## config.mk

```make
export PLATFORM = sky130hd
export DESIGN_NAME = decoder_state_table_unit_flat
export DESIGN_NICKNAME = d
export VERILOG_FILES = /design/src/sv/dst_pkg.sv /design/src/sv/dst_cmd_if.sv /design/src/sv/dst_rsp_if.sv /design/src/sv/dst_table.sv /design/src/sv/dst_ctrl.sv /design/src/sv/decoder_state_table_unit.sv /design/src/flat_wrapper.sv
export SDC_FILE = /design/constraint.sdc
export NUM_CORES = 1
export LEC_CHECK = 0
export ABC_AREA = 0
export BUFFER_PORTS_ARGS = -buffer_cell sky130_fd_sc_hd__buf_2
export CAP_MARGIN = 20
export CORE_UTILIZATION = 30
export DETAILED_ROUTE_END_ITERATION = 10
export PLACE_DENSITY = 0.46
export SYNTH_ARGS = -nofsm -noshare
export SYNTH_HDL_FRONTEND = slang
export SYNTH_SLANG_ARGS = --single-unit
```

## constraint.sdc

```tcl
create_clock -name clk -period 10.15 [get_ports clk]
set_clock_uncertainty 0.15 [all_clocks]
set_input_delay 1.5225 -clock clk [delete_from_list [all_inputs] [get_ports clk]]
set_output_delay 1.5225 -clock clk [all_outputs]
set_load 0.03 [all_outputs]
```

## src/sv/dst_pkg.sv

```systemverilog
// Package for the decoder state table: sizes, codes, and shared structs.
`default_nettype none
package dst_pkg;

  localparam int TABLE_DEPTH = 16;
  localparam int IDX_W = $clog2(TABLE_DEPTH);
  localparam int CNT_W = $clog2(TABLE_DEPTH + 1);

  localparam logic [13:0] LONG_ADDR_MIN = 14'd100;
  localparam logic [7:0] STEPS_14 = 8'd14;
  localparam logic [7:0] STEPS_28 = 8'd28;
  localparam logic [7:0] STEPS_128 = 8'd128;

  localparam logic [1:0] STATUS_OK = 2'd0;
  localparam logic [1:0] STATUS_BAD_STEPS = 2'd1;
  localparam logic [1:0] STATUS_REFUSED = 2'd2;

  typedef enum logic [2:0] {
    CMD_LOOKUP = 3'd0,
    CMD_SET_SPEED = 3'd1,
    CMD_SET_FUNC = 3'd2,
    CMD_SET_ACC = 3'd3,
    CMD_UNSET_ACC = 3'd4,
    CMD_ESTOP_ONE = 3'd5,
    CMD_ESTOP_ALL = 3'd6,
    CMD_CLEAR = 3'd7
  } cmd_t;

  typedef enum logic [2:0] {
    ST_IDLE,
    ST_SCAN,
    ST_ZSCAN,
    ST_UPDATE,
    ST_READ
  } state_t;

  // Write request into the entry store.
  typedef struct packed {
    logic [IDX_W-1:0] idx;
    logic we_address;
    logic we_func;
    logic we_speed;
    logic we_steps;
    logic [13:0] address;
    logic [15:0] func;
    logic signed [7:0] speed;
    logic [7:0] steps;
    logic clr_speeds;
    logic [CNT_W-1:0] clr_count;
  } table_wr_t;

  // One entry as read from the store.
  typedef struct packed {
    logic [13:0] address;
    logic [15:0] func;
    logic signed [7:0] speed;
    logic [7:0] steps;
  } entry_t;

  // One result beat.
  typedef struct packed {
    logic [3:0] slot_index;
    logic [1:0] status;
    logic long_form;
    logic signed [7:0] entry_speed;
    logic [7:0] entry_steps;
    logic [15:0] entry_functions;
    logic [4:0] entry_count;
  } result_t;

endpackage
`default_nettype wire

```

## src/sv/dst_cmd_if.sv

```systemverilog
// Command channel: valid/ready handshake carrying one command beat.
`default_nettype none
interface dst_cmd_if;
  logic valid;
  logic ready;
  logic [2:0] command;
  logic [13:0] decoder_address;
  logic signed [7:0] speed_value;
  logic [7:0] step_mode;
  logic [15:0] function_bits;
  logic scheduler_ok;

  modport source (output valid, command, decoder_address, speed_value, step_mode,
                  function_bits, scheduler_ok, input ready);
  modport sink (input valid, command, decoder_address, speed_value, step_mode,
                function_bits, scheduler_ok, output ready);
endinterface
`default_nettype wire

```

## src/sv/dst_rsp_if.sv

```systemverilog
// Response channel: valid/ready handshake carrying one result beat.
`default_nettype none
interface dst_rsp_if;
  logic valid;
  logic ready;
  logic [3:0] slot_index;
  logic [1:0] status;
  logic long_form;
  logic signed [7:0] entry_speed;
  logic [7:0] entry_steps;
  logic [15:0] entry_functions;
  logic [4:0] entry_count;

  modport source (output valid, slot_index, status, long_form, entry_speed, entry_steps,
                  entry_functions, entry_count, input ready);
  modport sink (input valid, slot_index, status, long_form, entry_speed, entry_steps,
                entry_functions, entry_count, output ready);
endinterface
`default_nettype wire

```

## src/sv/dst_table.sv

```systemverilog
// Entry store: one write port, one read port, and a bulk speed clear.
`default_nettype none
module dst_table
  import dst_pkg::*;
(
  input wire logic clk,
  input wire table_wr_t wr,
  input wire logic [IDX_W-1:0] rd_idx,
  output entry_t rd_entry
);

  logic [13:0] address_store [TABLE_DEPTH];
  logic [15:0] func_store [TABLE_DEPTH];
  logic signed [7:0] speed_store [TABLE_DEPTH];
  logic [7:0] steps_store [TABLE_DEPTH];

  always_ff @(posedge clk) begin
    for (int i = 0; i < TABLE_DEPTH; i++) begin
      if (wr.clr_speeds && (CNT_W'(i) < wr.clr_count)) begin
        speed_store[i] <= 8'sd0;
      end else if (wr.we_speed && (wr.idx == IDX_W'(i))) begin
        speed_store[i] <= wr.speed;
      end
    end
    if (wr.we_address) begin
      address_store[wr.idx] <= wr.address;
    end
    if (wr.we_func) begin
      func_store[wr.idx] <= wr.func;
    end
    if (wr.we_steps) begin
      steps_store[wr.idx] <= wr.steps;
    end
  end

  always_comb begin
    rd_entry.address = address_store[rd_idx];
    rd_entry.func = func_store[rd_idx];
    rd_entry.speed = speed_store[rd_idx];
    rd_entry.steps = steps_store[rd_idx];
  end

endmodule
`default_nettype wire

```

## src/sv/dst_ctrl.sv

```systemverilog
// Sequencer: address search through a single read port, allocation and entry update.
`default_nettype none
module dst_ctrl
  import dst_pkg::*;
(
  input wire logic clk,
  input wire logic rst,
  dst_cmd_if.sink cmd,
  input wire logic out_busy,
  input wire entry_t rd_entry,
  output logic [IDX_W-1:0] rd_idx,
  output table_wr_t wr,
  output result_t res,
  output logic res_load
);

  state_t state, state_next;

  cmd_t cmd_r;
  logic [13:0] addr_r;
  logic signed [7:0] speed_r;
  logic [7:0] steps_r;
  logic [15:0] funcs_r;
  logic ok_r;
  logic [1:0] status_r;
  logic long_form_r;

  logic [CNT_W-1:0] used_count, used_count_next;
  logic [IDX_W-1:0] last_hit, last_hit_next;
  logic [CNT_W-1:0] replace_pointer, replace_pointer_next;
  logic [IDX_W-1:0] scan_ptr, scan_ptr_next;
  logic [CNT_W-1:0] scan_cnt, scan_cnt_next;
  logic [IDX_W-1:0] slot, slot_next;
  logic alloc, alloc_next;

  cmd_t in_cmd;
  logic steps_valid;
  logic in_ok;
  logic [IDX_W-1:0] rr_slot;
  logic show;

  assign in_cmd = cmd_t'(cmd.command);
  assign steps_valid = (cmd.step_mode == STEPS_14) || (cmd.step_mode == STEPS_28) ||
                       (cmd.step_mode == STEPS_128);
  assign cmd.ready = (state == ST_IDLE);
  assign in_ok = cmd.valid && cmd.ready;
  assign rr_slot = (replace_pointer >= used_count) ? '0 : replace_pointer[IDX_W-1:0];
  assign show = (CNT_W'(slot) < used_count);

  always_ff @(posedge clk) begin
    if (rst) begin
      state <= ST_IDLE;
      used_count <= '0;
      last_hit <= '0;
      replace_pointer <= '0;
    end else begin
      state <= state_next;
      used_count <= used_count_next;
      last_hit <= last_hit_next;
      replace_pointer <= replace_pointer_next;
    end
  end

  always_ff @(posedge clk) begin
    scan_ptr <= scan_ptr_next;
    scan_cnt <= scan_cnt_next;
    slot <= slot_next;
    alloc <= alloc_next;
    if (in_ok) begin
      cmd_r <= in_cmd;
      addr_r <= cmd.decoder_address;
      speed_r <= cmd.speed_value;
      steps_r <= cmd.step_mode;
      funcs_r <= cmd.function_bits;
      ok_r <= cmd.scheduler_ok;
      long_form_r <= (in_cmd != CMD_ESTOP_ALL) && (in_cmd != CMD_CLEAR) &&
                     (cmd.decoder_address >= LONG_ADDR_MIN);
      if (in_cmd == CMD_LOOKUP || in_cmd == CMD_CLEAR) begin
        status_r <= STATUS_OK;
      end else if (in_cmd == CMD_SET_SPEED && !steps_valid) begin
        status_r <= STATUS_BAD_STEPS;
      end else begin
        status_r <= cmd.scheduler_ok ? STATUS_OK : STATUS_REFUSED;
      end
    end
  end

  always_comb begin
    state_next = state;
    used_count_next = used_count;
    last_hit_next = last_hit;
    replace_pointer_next = replace_pointer;
    scan_ptr_next = scan_ptr;
    scan_cnt_next = scan_cnt;
    slot_next = slot;
    alloc_next = alloc;
    rd_idx = scan_ptr;
    wr = '0;
    wr.idx = slot;
    res_load = 1'b0;
    res.slot_index = 4'(slot);
    res.status = status_r;
    res.long_form = long_form_r;
    res.entry_speed = show ? rd_entry.speed : 8'sd0;
    res.entry_steps = show ? rd_entry.steps : 8'd0;
    res.entry_functions = show ? rd_entry.func : 16'd0;
    res.entry_count = 5'(used_count);

    unique case (state)
      ST_IDLE: begin
        if (in_ok) begin
          alloc_next = 1'b0;
          if (in_cmd == CMD_CLEAR) begin
            used_count_next = '0;
            last_hit_next = '0;
            slot_next = '0;
            state_next = ST_READ;
          end else if (in_cmd == CMD_ESTOP_ALL) begin
            wr.clr_speeds = 1'b1;
            wr.clr_count = used_count;
            slot_next = last_hit;
            state_next = ST_READ;
          end else if (in_cmd == CMD_SET_SPEED && !steps_valid) begin
            slot_next = last_hit;
            state_next = ST_READ;
          end else if (used_count == '0) begin
            slot_next = '0;
            last_hit_next = '0;
            alloc_next = 1'b1;
            state_next = ST_UPDATE;
          end else begin
            scan_ptr_next = last_hit;
            scan_cnt_next = '0;
            state_next = ST_SCAN;
          end
        end
      end
      ST_SCAN: begin
        rd_idx = scan_ptr;
        if (rd_entry.address == addr_r) begin
          slot_next = scan_ptr;
          last_hit_next = scan_ptr;
          state_next = ST_UPDATE;
        end else if (scan_cnt + 1'b1 == used_count) begin
          if (used_count < CNT_W'(TABLE_DEPTH)) begin
            slot_next = used_count[IDX_W-1:0];
            last_hit_next = used_count[IDX_W-1:0];
            alloc_next = 1'b1;
            state_next = ST_UPDATE;
          end else begin
            scan_ptr_next = '0;
            state_next = ST_ZSCAN;
          end
        end else begin
          scan_cnt_next = scan_cnt + 1'b1;
          scan_ptr_next = (CNT_W'(scan_ptr) + 1'b1 == used_count) ? '0 : scan_ptr + 1'b1;
        end
      end
      ST_ZSCAN: begin
        // The table is full here; look for a slot holding address zero.
        rd_idx = scan_ptr;
        if (rd_entry.address == 14'd0) begin
          slot_next = scan_ptr;
          last_hit_next = scan_ptr;
          alloc_next = 1'b1;
          state_next = ST_UPDATE;
        end else if (scan_ptr == IDX_W'(TABLE_DEPTH - 1)) begin
          slot_next = rr_slot;
          last_hit_next = rr_slot;
          replace_pointer_next = CNT_W'(rr_slot) + 1'b1;
          alloc_next = 1'b1;
          state_next = ST_UPDATE;
        end else begin
          scan_ptr_next = scan_ptr + 1'b1;
        end
      end
      ST_UPDATE: begin
        wr.address = addr_r;
        wr.we_address = alloc;
        wr.speed = (ok_r && cmd_r == CMD_SET_SPEED) ? speed_r : 8'sd0;
        wr.we_speed = alloc || (ok_r && (cmd_r == CMD_SET_SPEED || cmd_r == CMD_ESTOP_ONE));
        wr.steps = (ok_r && cmd_r == CMD_SET_SPEED) ? steps_r : 8'd0;
        wr.we_steps = alloc || (ok_r && cmd_r == CMD_SET_SPEED);
        wr.func = 16'd0;
        wr.we_func = alloc;
        if (ok_r) begin
          case (cmd_r)
            CMD_SET_FUNC: begin
              wr.func = funcs_r;
              wr.we_func = 1'b1;
            end
            CMD_SET_ACC: begin
              wr.func = {8'h00, funcs_r[7:0]};
              wr.we_func = 1'b1;
            end
            CMD_UNSET_ACC: begin
              wr.func = {8'hFF, ~funcs_r[7:0]};
              wr.we_func = 1'b1;
            end
            default: begin
            end
          endcase
        end
        if (alloc && (CNT_W'(slot) == used_count)) begin
          used_count_next = used_count + 1'b1;
        end
        state_next = ST_READ;
      end
      ST_READ: begin
        rd_idx = slot;
        if (!out_busy) begin
          res_load = 1'b1;
          state_next = ST_IDLE;
        end
      end
      default: begin
        state_next = ST_IDLE;
      end
    endcase
  end

endmodule
`default_nettype wire

```

## src/sv/decoder_state_table_unit.sv

```systemverilog
// Top level of the decoder state table: sequencer, entry store and result register.
// Path from the accepting edge to a valid result beat: clear, estop all and a bad step count
// go straight to the read state; an empty table goes through the update state; a hit or an
// append scans for the address, then updates; a miss on a full table walks the table for
// the address and again for a free slot, one slot per cycle, then updates and reads.
// The next command is taken in the cycle after the result is loaded, so commands do not
// overlap; a result still waiting on the response channel holds the sequencer.
// Reset (synchronous, active high) empties the table; entry contents stay undefined.
`default_nettype none
module decoder_state_table_unit
  import dst_pkg::*;
(
  input wire logic clk,
  input wire logic rst,
  dst_cmd_if.sink cmd,
  dst_rsp_if.source rsp
);

  // Storage and sequencer talk through a write struct and one read port.
  table_wr_t wr;
  entry_t rd_entry;
  logic [IDX_W-1:0] rd_idx;
  result_t res;
  result_t res_r;
  logic res_load;
  logic rsp_valid;
  logic out_busy;

  // The sequencer holds its finished result while the previous beat still waits.
  assign out_busy = rsp_valid && !rsp.ready;

  dst_table u_table (
    .clk(clk),
    .wr(wr),
    .rd_idx(rd_idx),
    .rd_entry(rd_entry)
  );

  dst_ctrl u_ctrl (
    .clk(clk),
    .rst(rst),
    .cmd(cmd),
    .out_busy(out_busy),
    .rd_entry(rd_entry),
    .rd_idx(rd_idx),
    .wr(wr),
    .res(res),
    .res_load(res_load)
  );

  // Result register: valid is set on a load and cleared when the beat is taken.
  always_ff @(posedge clk) begin
    if (rst) begin
      rsp_valid <= 1'b0;
    end else if (res_load) begin
      rsp_valid <= 1'b1;
    end else if (rsp.ready) begin
      rsp_valid <= 1'b0;
    end
  end

  always_ff @(posedge clk) begin
    if (res_load) begin
      res_r <= res;
    end
  end

  assign rsp.valid = rsp_valid;
  assign rsp.slot_index = res_r.slot_index;
  assign rsp.status = res_r.status;
  assign rsp.long_form = res_r.long_form;
  assign rsp.entry_speed = res_r.entry_speed;
  assign rsp.entry_steps = res_r.entry_steps;
  assign rsp.entry_functions = res_r.entry_functions;
  assign rsp.entry_count = res_r.entry_count;

endmodule
`default_nettype wire

```

## src/flat_wrapper.sv

```systemverilog
// flat-port wrapper written by rule: the top's interface ports become plain ports
module decoder_state_table_unit_flat import dst_pkg::*;
  (clk, rst, cmd_valid, cmd_command, cmd_decoder_address, cmd_speed_value, cmd_step_mode, cmd_function_bits, cmd_scheduler_ok, cmd_ready, rsp_valid, rsp_slot_index, rsp_status, rsp_long_form, rsp_entry_speed, rsp_entry_steps, rsp_entry_functions, rsp_entry_count, rsp_ready);
  dst_cmd_if cmd_i ();
  dst_rsp_if rsp_i ();
  input wire logic clk;
  input wire logic rst;
  input wire logic [$bits(cmd_i.valid)-1:0] cmd_valid;
  input wire logic [$bits(cmd_i.command)-1:0] cmd_command;
  input wire logic [$bits(cmd_i.decoder_address)-1:0] cmd_decoder_address;
  input wire logic [$bits(cmd_i.speed_value)-1:0] cmd_speed_value;
  input wire logic [$bits(cmd_i.step_mode)-1:0] cmd_step_mode;
  input wire logic [$bits(cmd_i.function_bits)-1:0] cmd_function_bits;
  input wire logic [$bits(cmd_i.scheduler_ok)-1:0] cmd_scheduler_ok;
  output wire logic [$bits(cmd_i.ready)-1:0] cmd_ready;
  output wire logic [$bits(rsp_i.valid)-1:0] rsp_valid;
  output wire logic [$bits(rsp_i.slot_index)-1:0] rsp_slot_index;
  output wire logic [$bits(rsp_i.status)-1:0] rsp_status;
  output wire logic [$bits(rsp_i.long_form)-1:0] rsp_long_form;
  output wire logic [$bits(rsp_i.entry_speed)-1:0] rsp_entry_speed;
  output wire logic [$bits(rsp_i.entry_steps)-1:0] rsp_entry_steps;
  output wire logic [$bits(rsp_i.entry_functions)-1:0] rsp_entry_functions;
  output wire logic [$bits(rsp_i.entry_count)-1:0] rsp_entry_count;
  input wire logic [$bits(rsp_i.ready)-1:0] rsp_ready;
  assign cmd_i.valid = cmd_valid;
  assign cmd_i.command = cmd_command;
  assign cmd_i.decoder_address = cmd_decoder_address;
  assign cmd_i.speed_value = cmd_speed_value;
  assign cmd_i.step_mode = cmd_step_mode;
  assign cmd_i.function_bits = cmd_function_bits;
  assign cmd_i.scheduler_ok = cmd_scheduler_ok;
  assign cmd_ready = cmd_i.ready;
  assign rsp_valid = rsp_i.valid;
  assign rsp_slot_index = rsp_i.slot_index;
  assign rsp_status = rsp_i.status;
  assign rsp_long_form = rsp_i.long_form;
  assign rsp_entry_speed = rsp_i.entry_speed;
  assign rsp_entry_steps = rsp_i.entry_steps;
  assign rsp_entry_functions = rsp_i.entry_functions;
  assign rsp_entry_count = rsp_i.entry_count;
  assign rsp_i.ready = rsp_ready;
  decoder_state_table_unit u_core (.clk(clk), .rst(rst), .cmd(cmd_i), .rsp(rsp_i));
endmodule
```

==> impl_metrics.tcl, run 1 <==
set metrics [dict create \
    ioPinCount 100 \
    dieArea_um2 127200 \
    crit_path_end_kind "flop" \
    nets 3124 \
    hold_ws_ps 269.7 \
    slowest_stage "buf_4" \
    synth_most_common_cell "edfxtp_1" \
    drt_wl_total_um 120400 \
    slew_viol_final 0 \
    synth_edf_count 847 \
    die_w_um 356.7 \
    cts_max_path_buffers 3 \
    ys_seq_area_share_pct 68.36 \
    period_share_pct 56.96 \
    area_growth_syn_to_layout_pct 15.30 \
    leakagePower_uw 0.01405 \
    maxClockFrequency_ghz 0.1730 \
    cts_buffers 97 \
    synth.avg_cell_area_um2 12.66 \
    switchingPower_uw 4200 \
    grt_max_degree 175 \
    synth_cells 2981 \
    drt-wirelength-per-cell_um 25.23 \
    synth_top_area_cell "edfxtp_1" \
    overflow 0 \
    antenna_left 0 \
    finalSetupTns_ps 0 \
    p_per_area_nw_per_um2 265.0 \
    tightest_slew_ps 1153 \
    cts_setup_buffers 0 \
    hold_buffers 0 \
    status "finished, final reports clean" \
    clkPwrFrac_pct 31.0 \
    startpoint "u_core.u_ctrl.state[2]$_SDFFE_PP0P_" \
    setup-violations-final 0 \
    cp_max_fo 69 \
    dr_total_vias 24810 \
    clkLatencyLatePin_ps 740 \
    viasPerCell 5.201 \
    relSlewSlack_pct 23.14 \
    synthFlopType "edfxtp_1" \
    combPwrFrac_pct 32.7 \
    track_usage_pct 18.78 \
    remaining_drc_errors 0 \
    synthTopCellsByCount "edfxtp_1 (847), nand2_1 (648), nand3_1 (304)" \
    cap_viol_max_count 0 \
    synth_warnings 0 \
    antenna_found_initial 6 \
    hold_viol 0 \
    setup.worst_path.start_class "flop" \
    async_reset_ff_share_pct 0 \
    synth.ff_latch_count 865 \
    dr.pass1.iters 5 \
    clock-sinks 865 \
    post_cts_resized 0 \
    drive_gt1_share_pct 14.62 \
    synth.top_cell.area_share_pct 67.40 \
    grt_pass1_wl_um 173700 \
    min_from "u_core.u_ctrl.status_r[1]$_SDFFCE_PP0P_" \
    rsz0062_at_grt "false" \
    grt_pass1_vias 24430 \
    die_h_um 356.7 \
    ys_types 80 \
    peakVddDrop_v 0.0002218 \
    p_int_uw 7332 \
    slowest_delay_ps 980 \
    power_frac_seq_pct 36.3 \
    dp_hpwl_um 69900 \
    first_iter_violations 2301 \
    syn_area_um2 37730 \
    gp_congestion 0.8064 \
    switching_share_pct 36.42 \
    crit_chain "or3b_2, mux2i_4, buf_4, nor4b_1, a311o_1, o31ai_1, xor2_1, nor4_1, nand4_1, o21ai_2, nand2_1, a21oi_1" \
    reg2reg_from "u_core.u_ctrl.state[2]$_SDFFE_PP0P_" \
    clk_pin_slew_ps 60 \
    cp.arrival_ps 5970 \
    crit_type "reg -> reg" \
    cts_root_buffer "clkbuf_16" \
    core_um2 124300 \
    start_util_pct 30.36 \
    required_ps 10330 \
    hold_class "reg -> reg" \
    io_buffers 99 \
    htree_levels 3 \
    syn_nets 3049 \
    period_minus_slack_ps 5782 \
    ys_top_cells_by_area "edfxtp_1 (67%), nand2_1 (6.4%), nand3_1 (4.0%)" \
    cts_tree "built" \
    std_cell_rows 129 \
]
==> metrics by stage <==
step / setup slack, ps / total power, µW / cells / util, % / cell area [µm²]
floorplan: 6128 / 6797 / 2981 / - / 37730
global placement: 4610 / 8057 / 4584 / 32.35 / 40210
detailed placement: 4527 / 8048 / 4588 / 32.38 / 40240
CTS: 4519 / 11640 / 4764 / 34.97 / 43460
global route: 4190 / 12090 / 4770 / 35.01 / 43510
finish: 4368 / 11530 / 4771 / 35.01 / 43510
==> area by class of cell <==
type / instances / area, µm²
Multi-Input combinational cell: 1888 / 11170
Fill cell: 12230 / 80770
Inverter: 21 / 78.83
Timing Repair Buffer: 183 / 1191
Clock inverter: 62 / 730.7
Antenna cell: 1 / 2.502
Sequential cell: 865 / 25790
Tap cell: 1637 / 2048
Clock buffer: 114 / 2491
==> state kept, by name (all words and copies together), names as in the netlist, 14 cells and up <==
register                      flops
u_core.rsp.entry_functions       16
u_core.u_ctrl.addr_r             14
u_core.u_ctrl.funcs_r            16
u_core.u_table.address_store    224
u_core.u_table.func_store       256
u_core.u_table.speed_store      128
u_core.u_table.steps_store      128
==> worst paths after layout <==
| check | end | slack [ps] | cells past startpoint |
|---|---|---|---|
| hold reg to reg | u_core.rsp.status[1]$_DFFE_PP_ | 270 | 0 |
| setup reg to reg | u_core.u_ctrl.slot[0]$_DFFE_PP_ | 4370 | 12 |
| hold / removal | u_core.rsp.status[1]$_DFFE_PP_ | 270 | 0 |
| setup / recovery | u_core.u_ctrl.slot[0]$_DFFE_PP_ | 4370 | 12 |
==> critical path, delay by kind of cell (launching register included) <==
family	cells	cell delay (ps)
AND/OR/NAND/NOR	5	1630
AO/OA/AOI/OAI	4	1270
buffers and inverters	1	980
flip-flops	1	660
multiplexers	1	580
XOR/XNOR	1	140
==> cells by family after synthesis <==
logic type                 Yosys count  share of synthesized area (%)
and+or+nand+nor                   1390                          16.34
DFF                                865                          68.36
AOI/OAI and AO/OA                  326                          6.370
buffers and inverters              228                          2.470
muxes                              135                          5.468
xor gates and xnor gates            23                         0.5339
adders and majority gates           14                         0.4642
==> power by group through the flow <==
stage	clock network, µW	registers [µW]	logic (µW)
final	3570	4190	3770
after global routing	3780	4200	4110
after CTS	3650	4190	3800
after detailed placement	0	4260	3780
after global placement	0	4270	3790
after floorplan	0	4220	2570
==> cells in the final DEF, fill, tap and decap left out, types with 11 or more instances in the layout <==
master,count
a21oi_1,47
inv_1,17
nor2_1,209
buf_2,101
edfxtp_1,847
clkinv_2,20
ha_1,14
dfxtp_1,18
a31oi_1,15
bufinv_16,11
clkbuf_16,97
nor2b_1,18
nor3_1,21
nand4_1,11
xnor2_1,14
nand2_1,647
a211oi_1,20
clkbuf_1,17
o211ai_1,17
clkinv_1,20
mux2i_1,64
and2_1,34
buf_4,75
nand3_1,304
mux2_2,16
a311oi_1,99
and3_1,40
o21ai_0,41
mux4_2,53
nand2b_1,25
nor2_2,31
==> metal layers <==
metal,part of all wire (%),vias up,global-route usage (%)
met5,0.037,-,0
met4,2.4,8,5.333
li1,-,11260,-
met3,5.4,181,2.880
met1,46,12620,26.64
met2,47,749,29.69
Power figures use the tool's default switching activity.
==> run 2: changes to the inputs <==
Settings changed: ABC_AREA 0 to 1, PLACE_DENSITY 0.46 to 0.48.
Clock period 10.15 ns to 4.6 ns, I/O delays scaled along.
==> impl_metrics.tcl, run 2 <==
set metrics [dict create \
    status "finished, final reports clean" \
    tightest_slew_ps 1103 \
    slew_viol_final 0 \
    maxClockFrequency_ghz 0.2474 \
    grt_pass1_wl_um 159300 \
    period_share_pct 87.86 \
    setup-violations-final 0 \
    ys_seq_area_share_pct 71.89 \
    cts_tree "built" \
    finalSetupTns_ps 0 \
    crit_chain "nand2_2, o21ai_4, buf_4, o21ai_0, o221ai_1, nand3_1, a21oi_1" \
    slowest_delay_ps 910 \
    instances_no_fill 4736 \
    peakVddDrop_v 0.0005970 \
    grt_max_degree 161 \
    async_reset_ff_share_pct 0 \
    synthFlopType "edfxtp_1" \
    n_antenna_cell 0 \
    remaining_drc_errors 0 \
    hold_viol 0 \
    leakagePower_uw 0.01327 \
    period_minus_slack_ps 4041 \
    synth.ff_latch_count 865 \
    synth_most_common_cell "edfxtp_1" \
    rsz0062_at_grt "false" \
    dr.pass1.iters 5 \
    register_area_um2 25790 \
    largest-register "u_core.u_table.func_store" \
    largest_reg_flops 256 \
    viasPerCell 5.034 \
    synth_top_area_cell "edfxtp_1" \
    ys_top_cells_by_area "edfxtp_1 (71%), nor2_1 (5.7%), nand3_1 (4.0%)" \
    ioPinCount 100 \
    cts_root_buffer "clkbuf_16" \
    start_util_pct 30.35 \
    synth.avg_cell_area_um2 12.00 \
    clk_pin_slew_ps 70 \
    ys_types 45 \
    area_growth_syn_to_layout_pct 15.88 \
    overflow 0 \
    crit_type "reg -> reg" \
    cp_max_fo 87 \
    hold_ws_ps 49.90 \
    first_iter_violations 2037 \
    cap_viol_max_count 0 \
    drive_gt1_share_pct 12.16 \
    antenna_found_initial 1 \
    drt_wl_total_um 109000 \
    dieArea_um2 121000 \
    nets 3193 \
    std_cell_rows 126 \
    dp_cells 4545 \
    fin_util_pct 35.17 \
    layout_commonest_cell "edfxtp_1" \
    synth.top_cell.area_share_pct 70.89 \
    hold_class "in -> reg" \
    io_buffers 99 \
    clock-sinks 865 \
    synth_cells 2989 \
    crit_path_end_kind "flop" \
    grt_pass1_vias 23380 \
    mostFrequentLayoutCells "edfxtp_1 (847), nor2_1 (510), nand2_1 (369), nand3_1 (289), o21ai_0 (274)" \
    p_per_area_nw_per_um2 604.4 \
    cp.arrival_ps 4350 \
    die_h_um 347.8 \
    track_usage_pct 17.75 \
    relSlewSlack_pct 26.20 \
    multi_input_area_um2 8897 \
    setup.worst_path.start_class "flop" \
    syn_nets 3057 \
    antenna_left 0 \
    dr_total_vias 23840 \
    slowest_stage "buf_4" \
    gp_congestion 0.8280 \
    drt-wirelength-per-cell_um 23.02 \
    cts_max_path_buffers 3 \
    synth_edf_count 847 \
    syn_area_um2 35880 \
    synthTopCellsByCount "edfxtp_1 (847), nor2_1 (545), nand2_1 (369)" \
    htree_levels 3 \
    die_w_um 347.8 \
    clkLatencyLatePin_ps 680 \
    dp_hpwl_um 62850 \
    required_ps 4900 \
    core_um2 118200 \
    synth_warnings 0 \
    cts_buffers 96 \
    fillers 11600 \
    top_regs "u_core.u_table.func_store: 256 flops, u_core.u_table.address_store: 224 flops" \
]
## run 2: changes by cell type after synthesis, sizes merged, moves of 40 or more
cell    delta
a311oi    -99
and3      -40
inv      +111
mux2i     -65
mux4      -54
nand2    -272
nor2     +304
o21ai    +249
o221ai    +99
## run 2: layout make-up
cell class	count	area share [%]
inverters	137	1.243
repair buffers	212	3.533
well taps	1536	4.622
flip-flops and latches	865	62.04
multi-input cells	1813	21.40
clock inverters	45	0.9238
clock buffers	128	6.241
## run 2: per-layer routing
| layer | share of wire (%) | wire length, µm | global-route usage (%) |
|---|---|---|---|
| met1 | 45 | 49070 | 24.19 |
| met2 | 48 | 51970 | 29.26 |
| met3 | 5.2 | 5693 | 2.880 |
| met4 | 2.1 | 2302 | 4.657 |
| met5 | 0 | 0 | 0 |
## run 2: power by group
group	switching (µW)	internal (µW)	leakage, µW
registers	252	9210	0.00723
logic	6100	2200	0.00460
clock network	3140	4230	0.00144
## run 2: cell families after synthesis
| family | count (synthesis) | synth area share (%) |
|---|---|---|
| DFF | 865 | 71.89 |
| AOI/OAI and AO/OA | 542 | 9.196 |
| adders and majority gates | 14 | 0.4882 |
| buffers and inverters | 311 | 3.707 |
| and+or+nand+nor | 1246 | 14.45 |
| xor gates and xnor gates | 11 | 0.2685 |
## run 2: stage by stage
stage                     setup WS (ps)  cell area [µm²]  total power, µW
final                             558.6            41580            25130
after global routing              325.1            41580            26470
after CTS                         551.0            41510            25350
after detailed placement          570.0            38440            17960
after global placement            593.5            38390            17970
after floorplan                   399.5            35880            15040
## run 2: worst max-delay path: cells and delay by family (launching register included)
family	cells	cell delay (ps)
buffers and inverters	1	910
flip-flops	1	480
AND/OR/NAND/NOR	2	380
AO/OA/AOI/OAI	4	1770
## run 2: final timing paths
check / from / endpoint / slack, ps / cells after the start
worst min register to register: u_core.u_ctrl.long_form_r$_DFFE_PP_ / u_core.rsp.long_form$_DFFE_PP_ / 270 / 0
worst max-delay path: u_core.u_ctrl.state[2]$_SDFFE_PP0P_ / u_core.rsp.entry_speed[2]$_SDFFCE_PP0P_ / 560 / 7
worst min-delay path: cmd_speed_value[6] / u_core.u_ctrl.speed_r[6]$_DFFE_PP_ / 50 / 1
worst max register to register: u_core.u_ctrl.state[2]$_SDFFE_PP0P_ / u_core.rsp.entry_speed[2]$_SDFFCE_PP0P_ / 560 / 7
## run 2: timing repair
item	in CTS	in global routing
hold endpoints to repair	9	0
setup endpoints to repair	0	0
buffers inserted	0	0
gates resized for setup	0	0
hold buffers	9	0
